`src/hdl/linear_blend_vertex_skinning_top_defines.svh`:
```
// assertion macros shared by the skinning block
`ifndef LINEAR_BLEND_VERTEX_SKINNING_TOP_DEFINES_SVH
`define LINEAR_BLEND_VERTEX_SKINNING_TOP_DEFINES_SVH

// same-cycle implication on clk_i, off while rst_ni is low
`define LBVS_ASSERT_NOW(lbl, ante, cons, msg) \
  lbl: assert property (@(posedge clk_i) disable iff (!rst_ni) (ante) |-> (cons)) \
    else $error(msg);

// next-cycle implication on clk_i, off while rst_ni is low
`define LBVS_ASSERT_NEXT(lbl, ante, cons, msg) \
  lbl: assert property (@(posedge clk_i) disable iff (!rst_ni) (ante) |=> (cons)) \
    else $error(msg);

`endif

```
`src/hdl/lbvs_pkg.sv`:
```
// types, constants and helpers of the vertex skinning block
package lbvs_pkg;

  localparam int JOINTS      = 64;
  localparam int FRAC_BITS   = 16;
  localparam int WORDS       = 12;
  localparam int WEIGHT_FRAC = 15;
  localparam int QDEPTH      = 4;
  localparam int INFL        = 4;

  localparam int JIDX_W = (JOINTS > 1) ? $clog2(JOINTS) : 1;
  localparam int QIDX_W = $clog2(QDEPTH);
  localparam int QCNT_W = $clog2(QDEPTH + 1);

  typedef enum logic {
    FUNC_LOAD = 1'b0,
    FUNC_SKIN = 1'b1
  } func_e;

  typedef enum logic [1:0] {
    ST_OK  = 2'd0,
    ST_SAT = 2'd1,
    ST_ERR = 2'd2
  } status_e;

  // raw input word as unpacked from the stream
  typedef struct packed {
    func_e            func;
    logic [2:0][31:0] pos;
    logic [2:0][31:0] nrm;
    logic [31:0]      joint_ids;
    logic [63:0]      blend_weights;
    logic [5:0]       load_joint;
    logic [3:0]       load_elem;
    logic [31:0]      load_value;
  } in_raw_t;

  // classified word held in the queue
  typedef struct packed {
    logic                         is_vtx;
    logic                         load_ok;
    logic                         err;
    logic [JIDX_W-1:0]            load_joint;
    logic [3:0]                   load_elem;
    logic [31:0]                  load_value;
    logic [2:0][31:0]             pos;
    logic [2:0][31:0]             nrm;
    logic [INFL-1:0][JIDX_W-1:0]  jid;
    logic [INFL-1:0][15:0]        wgt;
  } q_item_t;

  localparam logic signed [67:0] S32_MAX = 68'sd2147483647;
  localparam logic signed [67:0] S32_MIN = -68'sd2147483648;

  // clip to signed 32 bits, msb of the result flags a clip
  function automatic logic [32:0] sat32(input logic signed [67:0] v);
    logic [32:0] r;
    if (v > S32_MAX) begin
      r = {1'b1, 32'h7fff_ffff};
    end else if (v < S32_MIN) begin
      r = {1'b1, 32'h8000_0000};
    end else begin
      r = {1'b0, v[31:0]};
    end
    return r;
  endfunction

endpackage

```
`src/hdl/lbvs_front.sv`:
```
// input side: classifies words and queues them for the datapath
`include "linear_blend_vertex_skinning_top_defines.svh"

module lbvs_front import lbvs_pkg::*; (
  input  logic    clk_i,
  input  logic    rst_ni,
  input  logic    in_vld_i,
  output logic    in_rdy_o,
  input  in_raw_t in_raw_i,
  output logic    head_vld_o,
  output q_item_t head_o,
  input  logic    pop_i
);

  q_item_t           cls;
  q_item_t           fifo_q [QDEPTH];
  logic [QIDX_W-1:0] wr_ptr_q, rd_ptr_q;
  logic [QCNT_W-1:0] count_q;
  logic              push, pop;
  logic [7:0]        lj8;
  logic [7:0]        jid8 [INFL];
  logic              any_bad;

  // classify: joint range check, load address check, field split
  always_comb begin
    any_bad = 1'b0;
    for (int k = 0; k < INFL; k++) begin
      jid8[k] = in_raw_i.joint_ids[8*k +: 8];
      if ({1'b0, jid8[k]} >= 9'(JOINTS)) begin
        any_bad = 1'b1;
      end
    end
    lj8            = {2'b00, in_raw_i.load_joint};
    cls.is_vtx     = (in_raw_i.func == FUNC_SKIN);
    cls.err        = any_bad;
    cls.load_ok    = ({1'b0, lj8} < 9'(JOINTS)) && (in_raw_i.load_elem < 4'(WORDS));
    cls.load_joint = lj8[JIDX_W-1:0];
    cls.load_elem  = in_raw_i.load_elem;
    cls.load_value = in_raw_i.load_value;
    cls.pos        = in_raw_i.pos;
    cls.nrm        = in_raw_i.nrm;
    for (int k = 0; k < INFL; k++) begin
      cls.jid[k] = jid8[k][JIDX_W-1:0];
      cls.wgt[k] = in_raw_i.blend_weights[16*k +: 16];
    end
  end

  assign in_rdy_o   = (count_q != QCNT_W'(QDEPTH));
  assign head_vld_o = (count_q != '0);
  assign head_o     = fifo_q[rd_ptr_q];
  assign push       = in_vld_i & in_rdy_o;
  assign pop        = pop_i & head_vld_o;

  // queue storage
  always_ff @(posedge clk_i) begin
    if (push) begin
      fifo_q[wr_ptr_q] <= cls;
    end
  end

  // queue pointers and fill count
  always_ff @(posedge clk_i or negedge rst_ni) begin
    if (!rst_ni) begin
      wr_ptr_q <= '0;
      rd_ptr_q <= '0;
      count_q  <= '0;
    end else begin
      if (push) begin
        wr_ptr_q <= wr_ptr_q + QIDX_W'(1);
      end
      if (pop) begin
        rd_ptr_q <= rd_ptr_q + QIDX_W'(1);
      end
      if (push && !pop) begin
        count_q <= count_q + QCNT_W'(1);
      end else if (pop && !push) begin
        count_q <= count_q - QCNT_W'(1);
      end
    end
  end

  `LBVS_ASSERT_NOW(a_cnt_max, 1'b1, count_q <= QCNT_W'(QDEPTH), "queue overfilled")
  `LBVS_ASSERT_NEXT(a_cnt_up, push && !pop, count_q == $past(count_q) + QCNT_W'(1), "count up")
  `LBVS_ASSERT_NEXT(a_cnt_dn, pop && !push, count_q == $past(count_q) - QCNT_W'(1), "count down")

endmodule

```
`config.mk`:
```
export PLATFORM = sky130hd
export DESIGN_NAME = lbvs_front
export DESIGN_NICKNAME = d
export VERILOG_FILES = /design/src/hdl/lbvs_pkg.sv /design/src/hdl/lbvs_front.sv
export VERILOG_INCLUDE_DIRS = /design/src /design/src/hdl
export SDC_FILE = /design/constraint.sdc
export NUM_CORES = 1
export LEC_CHECK = 0
export BUFFER_PORTS_ARGS = -buffer_cell sky130_fd_sc_hd__buf_2
export CAP_MARGIN = 20
export CORE_ASPECT_RATIO = 0.5
export CORE_MARGIN = 2
export CORE_UTILIZATION = 55
export CTS_BUF_LIST = sky130_fd_sc_hd__clkbuf_16
export CTS_CLUSTER_SIZE = 10
export DETAILED_ROUTE_END_ITERATION = 12
export PLACE_DENSITY_LB_ADDON = 0.12
export SYNTH_ARGS = -nofsm -noshare
export SYNTH_HDL_FRONTEND = slang
export SYNTH_SLANG_ARGS = --single-unit
```
`constraint.sdc`:
```
create_clock -name clk_i -period 19.7 [get_ports clk_i]
set_input_delay 1.97 -clock clk_i [delete_from_list [all_inputs] [get_ports clk_i]]
set_output_delay 1.97 -clock clk_i [all_outputs]
set_load 0.1 [all_outputs]
```
==> results.tsv, run 1 <==
metric	value	unit
die width	418	microns
Hold Buf Count CTS	0	
Syn Area/Cell	27.2	sq um
first-pass GRT wire length	140000	microns
CP top delay family	buffers and inverters	
Most used DFF post-synth	edfxtp_1	
RSZ-0062 raised after global routing	false	
Sum Neg Setup Slack	0	ns
Post-Syn Nets	2078	
synth cell count leaders	1,300 x edfxtp_1, 325 x mux4_2, 29 x buf_4, 24 x buf_2, 12 x clkbuf_1	
fillers	5482	
1st-iter DRT viols	1772	
io pins	662	
asr flop ratio synth	0.536	%
CP Buf/Inv Count	3	
Highest Clock Rate	164	MHz
Pre-Repair DR Iteration Count	5	
clk_lat worst skew	0.73	ns
post-route ant nets	0	
Synth Instances	1737	
Num CTS Buffers	148	
clk buf depth	3	
Max Transition Viols Final	0	
antenna violations before repair	32	
relative slew slack	28.5	%
most numerous cell in the Yosys netlist	edfxtp_1	
Layout Nets	2841	
fraction of layout cells with a size suffix above 1	46.7	%
WL per Instance	26.5	microns
initial core utilization	55.9	%
Synth cell types	21	
Area contributors post-synth	edfxtp_1 83%, mux4_2 15%, buf_4 0.46%	
Max stage delay on crit path	0.94	ns
DP Wirelength	58000	microns
Final Hold Vio Count	0	
Crit-path slowest cell	dfrtp_4	
worst path required time	17.73	ns
Tcrit/Tclk final	30.9	%
#FFs+latches synth	1307	
EDFF count, synth	1300	
largest net degree at the start of global routing	161	
total track usage	22.1	%
crit path launch type	flop	
PostCTS Resize Cnt	0	
kind of critical path	reg2out	
worst min path class	reg2reg	
# Max-Cap Violations	0	
H-tree depth	4	
vias	20900	
CTS tree	yes	
Period minus WS final	6.08	ns
Core Area	84500	sq um
grt ovf	0	
FP Rows	75	
Setup Skew	0.0178	ns
Synth Warn #	0	
area delta synth->final	18.1	%
setup bufs post-CTS	0	
status	finished clean	
clk slew on worst S/H paths	0.06	ns
vias in the first global route	22000	
number of remaining DRC errors	0	
Cell Area, Synth	47200	sq um
die area	88400	sq um
vias per inst	5.73	
Max FO, Critical Path	106	
WHS	0.514	ns
# setup viols final	0	
crit-path cells	buf_12, buf_4, mux4_2, buf_2	
port bufs	661	
routed wire length	96900	microns
register area share after synthesis	83.0	%
Sink Count	1307	
Root Buffer	clkbuf_16	
top-area cell type share of the netlist area	82.7	%
cell taking the most area after synthesis	edfxtp_1	
RD Place Congestion	0.772	
Critical Path Sink Type	output pin	
worst slew pin tran	1.07	ns
WP data arrival	4.12	ns
die height	211	microns
sequential cells by signal, summed over array words and instances (netlist names):
register	flops
rd_ptr_q	2
fifo_q	1300
wr_ptr_q	2
count_q	3
final timing paths:
kind / from / end / slack [ns] / cells after the start
setup / recovery: rd_ptr_q[0]$_DFFE_PN0P_ / head_o[61] / 13.62 / 4
hold / removal: count_q[2]$_DFFE_PN0P_ / count_q[2]$_DFFE_PN0P_ / 0.51 / 1
setup reg to reg: count_q[0]$_DFFE_PN0P_ / fifo_q[0][291]$_DFFE_PP_ / 15.20 / 6
hold reg to reg: count_q[2]$_DFFE_PN0P_ / count_q[2]$_DFFE_PN0P_ / 0.51 / 1
max in group asynchronous: rst_ni / rd_ptr_q[0]$_DFFE_PN0P_ / 18.45 / 1
min in group asynchronous: rst_ni / rd_ptr_q[1]$_DFFE_PN0P_ / 1.07 / 1
cell usage in the layout, fill, tap and decap left out, drive strengths merged:
cell,synthesis,layout
edfxtp,1300,1300
xnor2,4,4
fa,1,1
inv,3,18
a21boi,1,1
nand3,1,1
nand2,4,4
or3,1,1
buf,61,686
ha,5,5
nor4,2,2
xor2,2,2
clkbuf,12,156
clkinv,0,2
dfrtp,7,7
mux4,325,325
diode,0,18
and2,4,4
nor2,2,2
mux2,2,2
stage by stage:
step | utilization [%] | cell area (sq um) | instances | worst slack (ns)
3_3_place_gp | 61.3 | 51700 | 3466 | 13.59
6_report | 66.0 | 55800 | 3657 | 13.62
5_1_grt | 66.0 | 55800 | 3656 | 13.20
4_1_cts | 66.0 | 55700 | 3639 | 13.31
3_5_place_dp | 61.3 | 51700 | 3466 | 13.53
2_1_floorplan | - | 47200 | 1737 | 9.24
per-layer routing:
| metal | up-vias | wire [microns] | track usage [%] |
|---|---|---|---|
| li1 | 9104 | - | - |
| met5 | - | 69 | 0 |
| met4 | 10 | 3230 | 10.8 |
| met3 | 182 | 4500 | 4.79 |
| met2 | 559 | 53400 | 38.3 |
| met1 | 11100 | 35700 | 26.5 |
kinds of logic (layout without fill, tap and decap cells):
| group | count (synthesis) | in the layout | share of synthesized area (%) |
|---|---|---|---|
| compound gates | 1 | 1 | 0.0159 |
| xor+xnor | 6 | 6 | 0.111 |
| fa+ha+maj | 6 | 6 | 0.175 |
| buf+inv | 76 | 862 | 0.978 |
| flops | 1307 | 1307 | 83.0 |
| mux | 327 | 327 | 15.5 |
| other cells | 0 | 18 | 0 |
| simple gates | 14 | 14 | 0.151 |
final cells by class:
type | instances | area, sq um | share of cell area (%)
multi-input cells | 354 | 7570 | 13.6
clock inverters | 17 | 82.6 | 0.148
inverters | 3 | 11.3 | 0.0202
flip-flops and latches | 1307 | 39200 | 70.3
repair buffers | 686 | 3550 | 6.36
well taps | 1116 | 1400 | 2.50
clock buffers | 156 | 3900 | 7.00
diodes | 18 | 45.0 | 0.0808
Power of run 1 is not shown: default switching activity piles up to over one toggle a cycle in this logic, so the estimate is an artifact.
==> inputs of run 2 (changes only) <==
- clock period: 19.7 -> 5.6 ns (I/O delays scaled with it)
==> results.tsv, run 2 (synthesized netlist as in run 1, its figures left out) <==
metric	value	unit
clk_lat worst skew	0.73	ns
Sum Neg Setup Slack	0	ns
Setup Skew	0.0193	ns
# setup viols final	0	
total track usage	22.5	%
worst path required time	5.04	ns
# Max-Cap Violations	0	
status	finished clean	
grt ovf	0	
vias in the first global route	23300	
Pre-Repair DR Iteration Count	5	
r2r startpoint	count_q[0]$_DFFE_PN0P_	
Root Buffer	clkbuf_16	
largest register by flop count	fifo_q	
io pins	662	
Crit. path cell count	3	
fraction of layout cells with a size suffix above 1	42.4	%
initial core utilization	55.9	%
CTS tree	yes	
Worst Setup EP	head_o[217]	
most frequent cells in the layout	1,300 x edfxtp_1, 661 x buf_2, 325 x mux4_2, 269 x dlygate4sd3_1, 156 x clkbuf_16	
area delta synth->final	24.1	%
Worst R2R End	fifo_q[1][158]$_DFFE_PP_	
CP Buf/Inv Count	2	
clk slew on worst S/H paths	0.05	ns
first-pass GRT wire length	145000	microns
RD Place Congestion	0.751	
DP Wirelength	58200	microns
post-route ant nets	0	
final worst slack	1.76	ns
Num CTS Buffers	148	
Tcrit/Tclk final	68.6	%
PostCTS Resize Cnt	0	
r2r setup slk	2.66	ns
die area	88400	sq um
Critical Path Start	rd_ptr_q[0]$_DFFE_PN0P_	
WHS	0.0597	ns
Max Transition Viols Final	0	
sequential cell area	39200	sq um
Reg2Reg Depth	4	
Max stage delay on crit path	1.00	ns
RSZ-0062 raised after global routing	false	
Period minus WS final	3.84	ns
WP data arrival	3.28	ns
1st-iter DRT viols	1506	
Layout Nets	3115	
H-tree depth	4	
setup slack at placement	2.44	ns
kind of critical path	reg2out	
routed wire length	98700	microns
FP Rows	75	
Final Hold Vio Count	0	
crit-path cells	buf_12, mux4_2, buf_2	
port bufs	661	
max reg flops	1300	
WL per Instance	25.2	microns
leading cell type in the layout, fill and taps excluded	edfxtp_1	
largest net degree at the start of global routing	156	
Highest Clock Rate	260	MHz
vias	22000	
antenna violations before repair	9	
relative slew slack	30.3	%
worst slew pin tran	1.04	ns
die height	211	microns
Critical Path Sink Type	output pin	
Core Area	84500	sq um
crit path launch type	flop	
Sink Count	1307	
clk buf depth	3	
area of the multi-input gates	7570	sq um
fillers	5254	
Crit-path slowest cell	dfrtp_4	
Max FO, Critical Path	67	
worst min path class	in2reg	
Largest regs	fifo_q: 1300 flops, count_q: 3 flops	
vias per inst	5.62	
die width	418	microns
setup bufs post-CTS	0	
CP top delay family	flip-flops	
number of remaining DRC errors	0	
[run 2: timing repair]
item | in CTS | in global routing
setup endpoints to repair | 0 | 0
endpoints found under the hold margin | 1020 | 0
hold buffers | 269 | 0
[run 2: final cells by class]
cell class,instances,area share (%)
clock inverters,10,0.0960
repair buffers,960,11.0
well taps,1116,2.38
flip-flops and latches,1307,66.9
diodes,10,0.0427
multi-input cells,354,12.9
clock buffers,156,6.66
inverters,3,0.0192
[run 2: metrics by stage]
step	util, %	area (sq um)	std cells
3_3_place_gp	61.5	52000	3471
2_1_floorplan	-	47200	1737
5_1_grt	69.4	58600	3912
3_5_place_dp	61.5	52000	3471
4_1_cts	69.4	58600	3906
6_report	69.4	58600	3916
[run 2: worst min path at each step]
stage                               end  slack [ns]  depth (start not counted)     startpoint
6_report       fifo_q[3][261]$_DFFE_PP_        0.06                          1  in_raw_i[311]
5_1_grt         fifo_q[0][37]$_DFFE_PP_        0.03                          1   in_raw_i[79]
3_3_place_gp     count_q[2]$_DFFE_PN0P_        0.41                          1         rst_ni
3_5_place_dp     count_q[2]$_DFFE_PN0P_        0.41                          1         rst_ni
4_1_cts        fifo_q[3][230]$_DFFE_PP_     0.00006                          1  in_raw_i[280]
2_1_floorplan    count_q[0]$_DFFE_PN0P_        0.26                          0         rst_ni
[run 2: layer usage]
layer	vias to the layer above	global-route usage, %	wire [microns]
met5	-	0	0
met4	0	9.24	2940
met3	165	4.68	4570
met2	520	39.6	54600
met1	11700	27.3	36600
li1	9653	-	-
[run 2: worst reg2reg max path: cells and delay by family (launching register included)]
kind | cells | cell delay [ns]
compound gates | 1 | 0.53
buf+inv | 1 | 0.81
flops | 1 | 0.44
simple gates | 2 | 0.70
Power of run 2 is left out for the same reason.
==> inputs of run 3 (changes only) <==
- CORE_UTILIZATION: 55 -> 51
- clock period: 5.6 -> 3.4 ns (I/O delays scaled with it)
==> results.tsv, run 3 (synthesized netlist as in run 1, its figures left out) <==
metric	value	unit
largest register by flop count	fifo_q	
worst min path class	in2reg	
Max Transition Viols Final	0	
Layout Nets	3202	
Root Buffer	clkbuf_16	
# Max-Cap Violations	0	
sequential cell area	39200	sq um
WL per Instance	24.6	microns
area of the multi-input gates	7570	sq um
Core Area	91200	sq um
clk buf depth	3	
status	finished clean	
fillers	6062	
die height	219	microns
setup bufs post-CTS	0	
DP Wirelength	62400	microns
clk_lat worst skew	0.74	ns
number of remaining DRC errors	0	
H-tree depth	4	
Sink Count	1307	
WP data arrival	2.85	ns
vias per inst	5.40	
first-pass GRT wire length	150000	microns
grt ovf	0	
Pre-Repair DR Iteration Count	5	
io pins	662	
Crit-path slowest cell	dfrtp_4	
Critical Path Sink Type	output pin	
routed wire length	101000	microns
antenna violations before repair	5	
Num CTS Buffers	148	
max reg flops	1300	
relative slew slack	47.8	%
vias in the first global route	23700	
total track usage	21.6	%
Setup Skew	0.0189	ns
port bufs	661	
die area	95200	sq um
Highest Clock Rate	314	MHz
most frequent cells in the layout	1,300 x edfxtp_1, 661 x buf_2, 330 x dlygate4sd3_1, 325 x mux4_2, 155 x clkbuf_16	
# setup viols final	0	
Sum Neg Setup Slack	0	ns
crit-path cells	buf_12, buf_12, mux4_2, buf_2	
kind of critical path	reg2out	
leading cell type in the layout, fill and taps excluded	edfxtp_1	
post-route ant nets	0	
PostCTS Resize Cnt	0	
FP Rows	78	
clk slew on worst S/H paths	0.05	ns
Largest regs	fifo_q: 1300 flops, count_q: 3 flops	
Max FO, Critical Path	26	
RD Place Congestion	0.804	
CP top delay family	buffers and inverters	
initial core utilization	51.8	%
worst slew pin tran	0.783	ns
CP most frequent cell	buf_12	
CP Buf/Inv Count	3	
crit path launch type	flop	
worst path required time	3.06	ns
RSZ-0062 raised after global routing	false	
vias	22300	
Max stage delay on crit path	0.63	ns
Final Hold Vio Count	0	
area delta synth->final	26.6	%
fraction of layout cells with a size suffix above 1	41.9	%
Period minus WS final	3.19	ns
1st-iter DRT viols	1526	
largest net degree at the start of global routing	100	
CTS tree	yes	
Tcrit/Tclk final	93.7	%
die width	434	microns
Final Util	65.6	%
-- run 3: metal layers --
metal	share of wire [%]	up-vias	global-route usage, %
met3	4.2	198	4.03
met1	37	11800	26.4
li1	-	9787	-
met5	0.013	-	0
met2	54	525	37.6
met4	4.2	2	10.3
-- run 3: layout make-up --
class | instances | area share [%]
clock buffers | 155 | 6.49
diodes | 4 | 0.0167
inverters | 3 | 0.0188
clock inverters | 19 | 0.144
repair buffers | 1047 | 12.5
multi-input cells | 354 | 12.7
flip-flops and latches | 1307 | 65.6
well taps | 1240 | 2.59
-- run 3: repair_timing --
item | 4_1_cts | 5_1_grt
hold buffers | 330 | 0
hold endpoints to repair | 1310 | 0
endpoints found under the setup margin | 0 | 0
-- run 3: path summary, 6_finish.rpt --
| kind | from | to | slack, ns | depth (start not counted) |
|---|---|---|---|---|
| setup / recovery | rd_ptr_q[0]$_DFFE_PN0P_ | head_o[3] | 0.21 | 4 |
| hold / removal | in_raw_i[219] | fifo_q[2][169]$_DFFE_PP_ | 0.36 | 2 |
| setup reg to reg | count_q[0]$_DFFE_PN0P_ | fifo_q[0][4]$_DFFE_PP_ | 1.15 | 4 |
| hold reg to reg | count_q[2]$_DFFE_PN0P_ | count_q[2]$_DFFE_PN0P_ | 0.53 | 1 |
| max in group asynchronous | rst_ni | rd_ptr_q[0]$_DFFE_PN0P_ | 2.48 | 3 |
| min in group asynchronous | rst_ni | wr_ptr_q[0]$_DFFE_PN0P_ | 0.63 | 3 |
-- run 3: through the flow --
| stage | hold slack [ns] | setup WS [ns] | cells | area [sq um] |
|---|---|---|---|---|
| floorplan | 0.0444 | -0.102 | 1737 | 47200 |
| global placement | 0.187 | 0.948 | 3621 | 52500 |
| detailed placement | 0.187 | 0.952 | 3621 | 52500 |
| CTS | 0.274 | 0.104 | 4125 | 59800 |
| global route | 0.324 | 0.0548 | 4129 | 59800 |
| finish | 0.356 | 0.213 | 4129 | 59800 |
Power of run 3 is left out for the same reason.
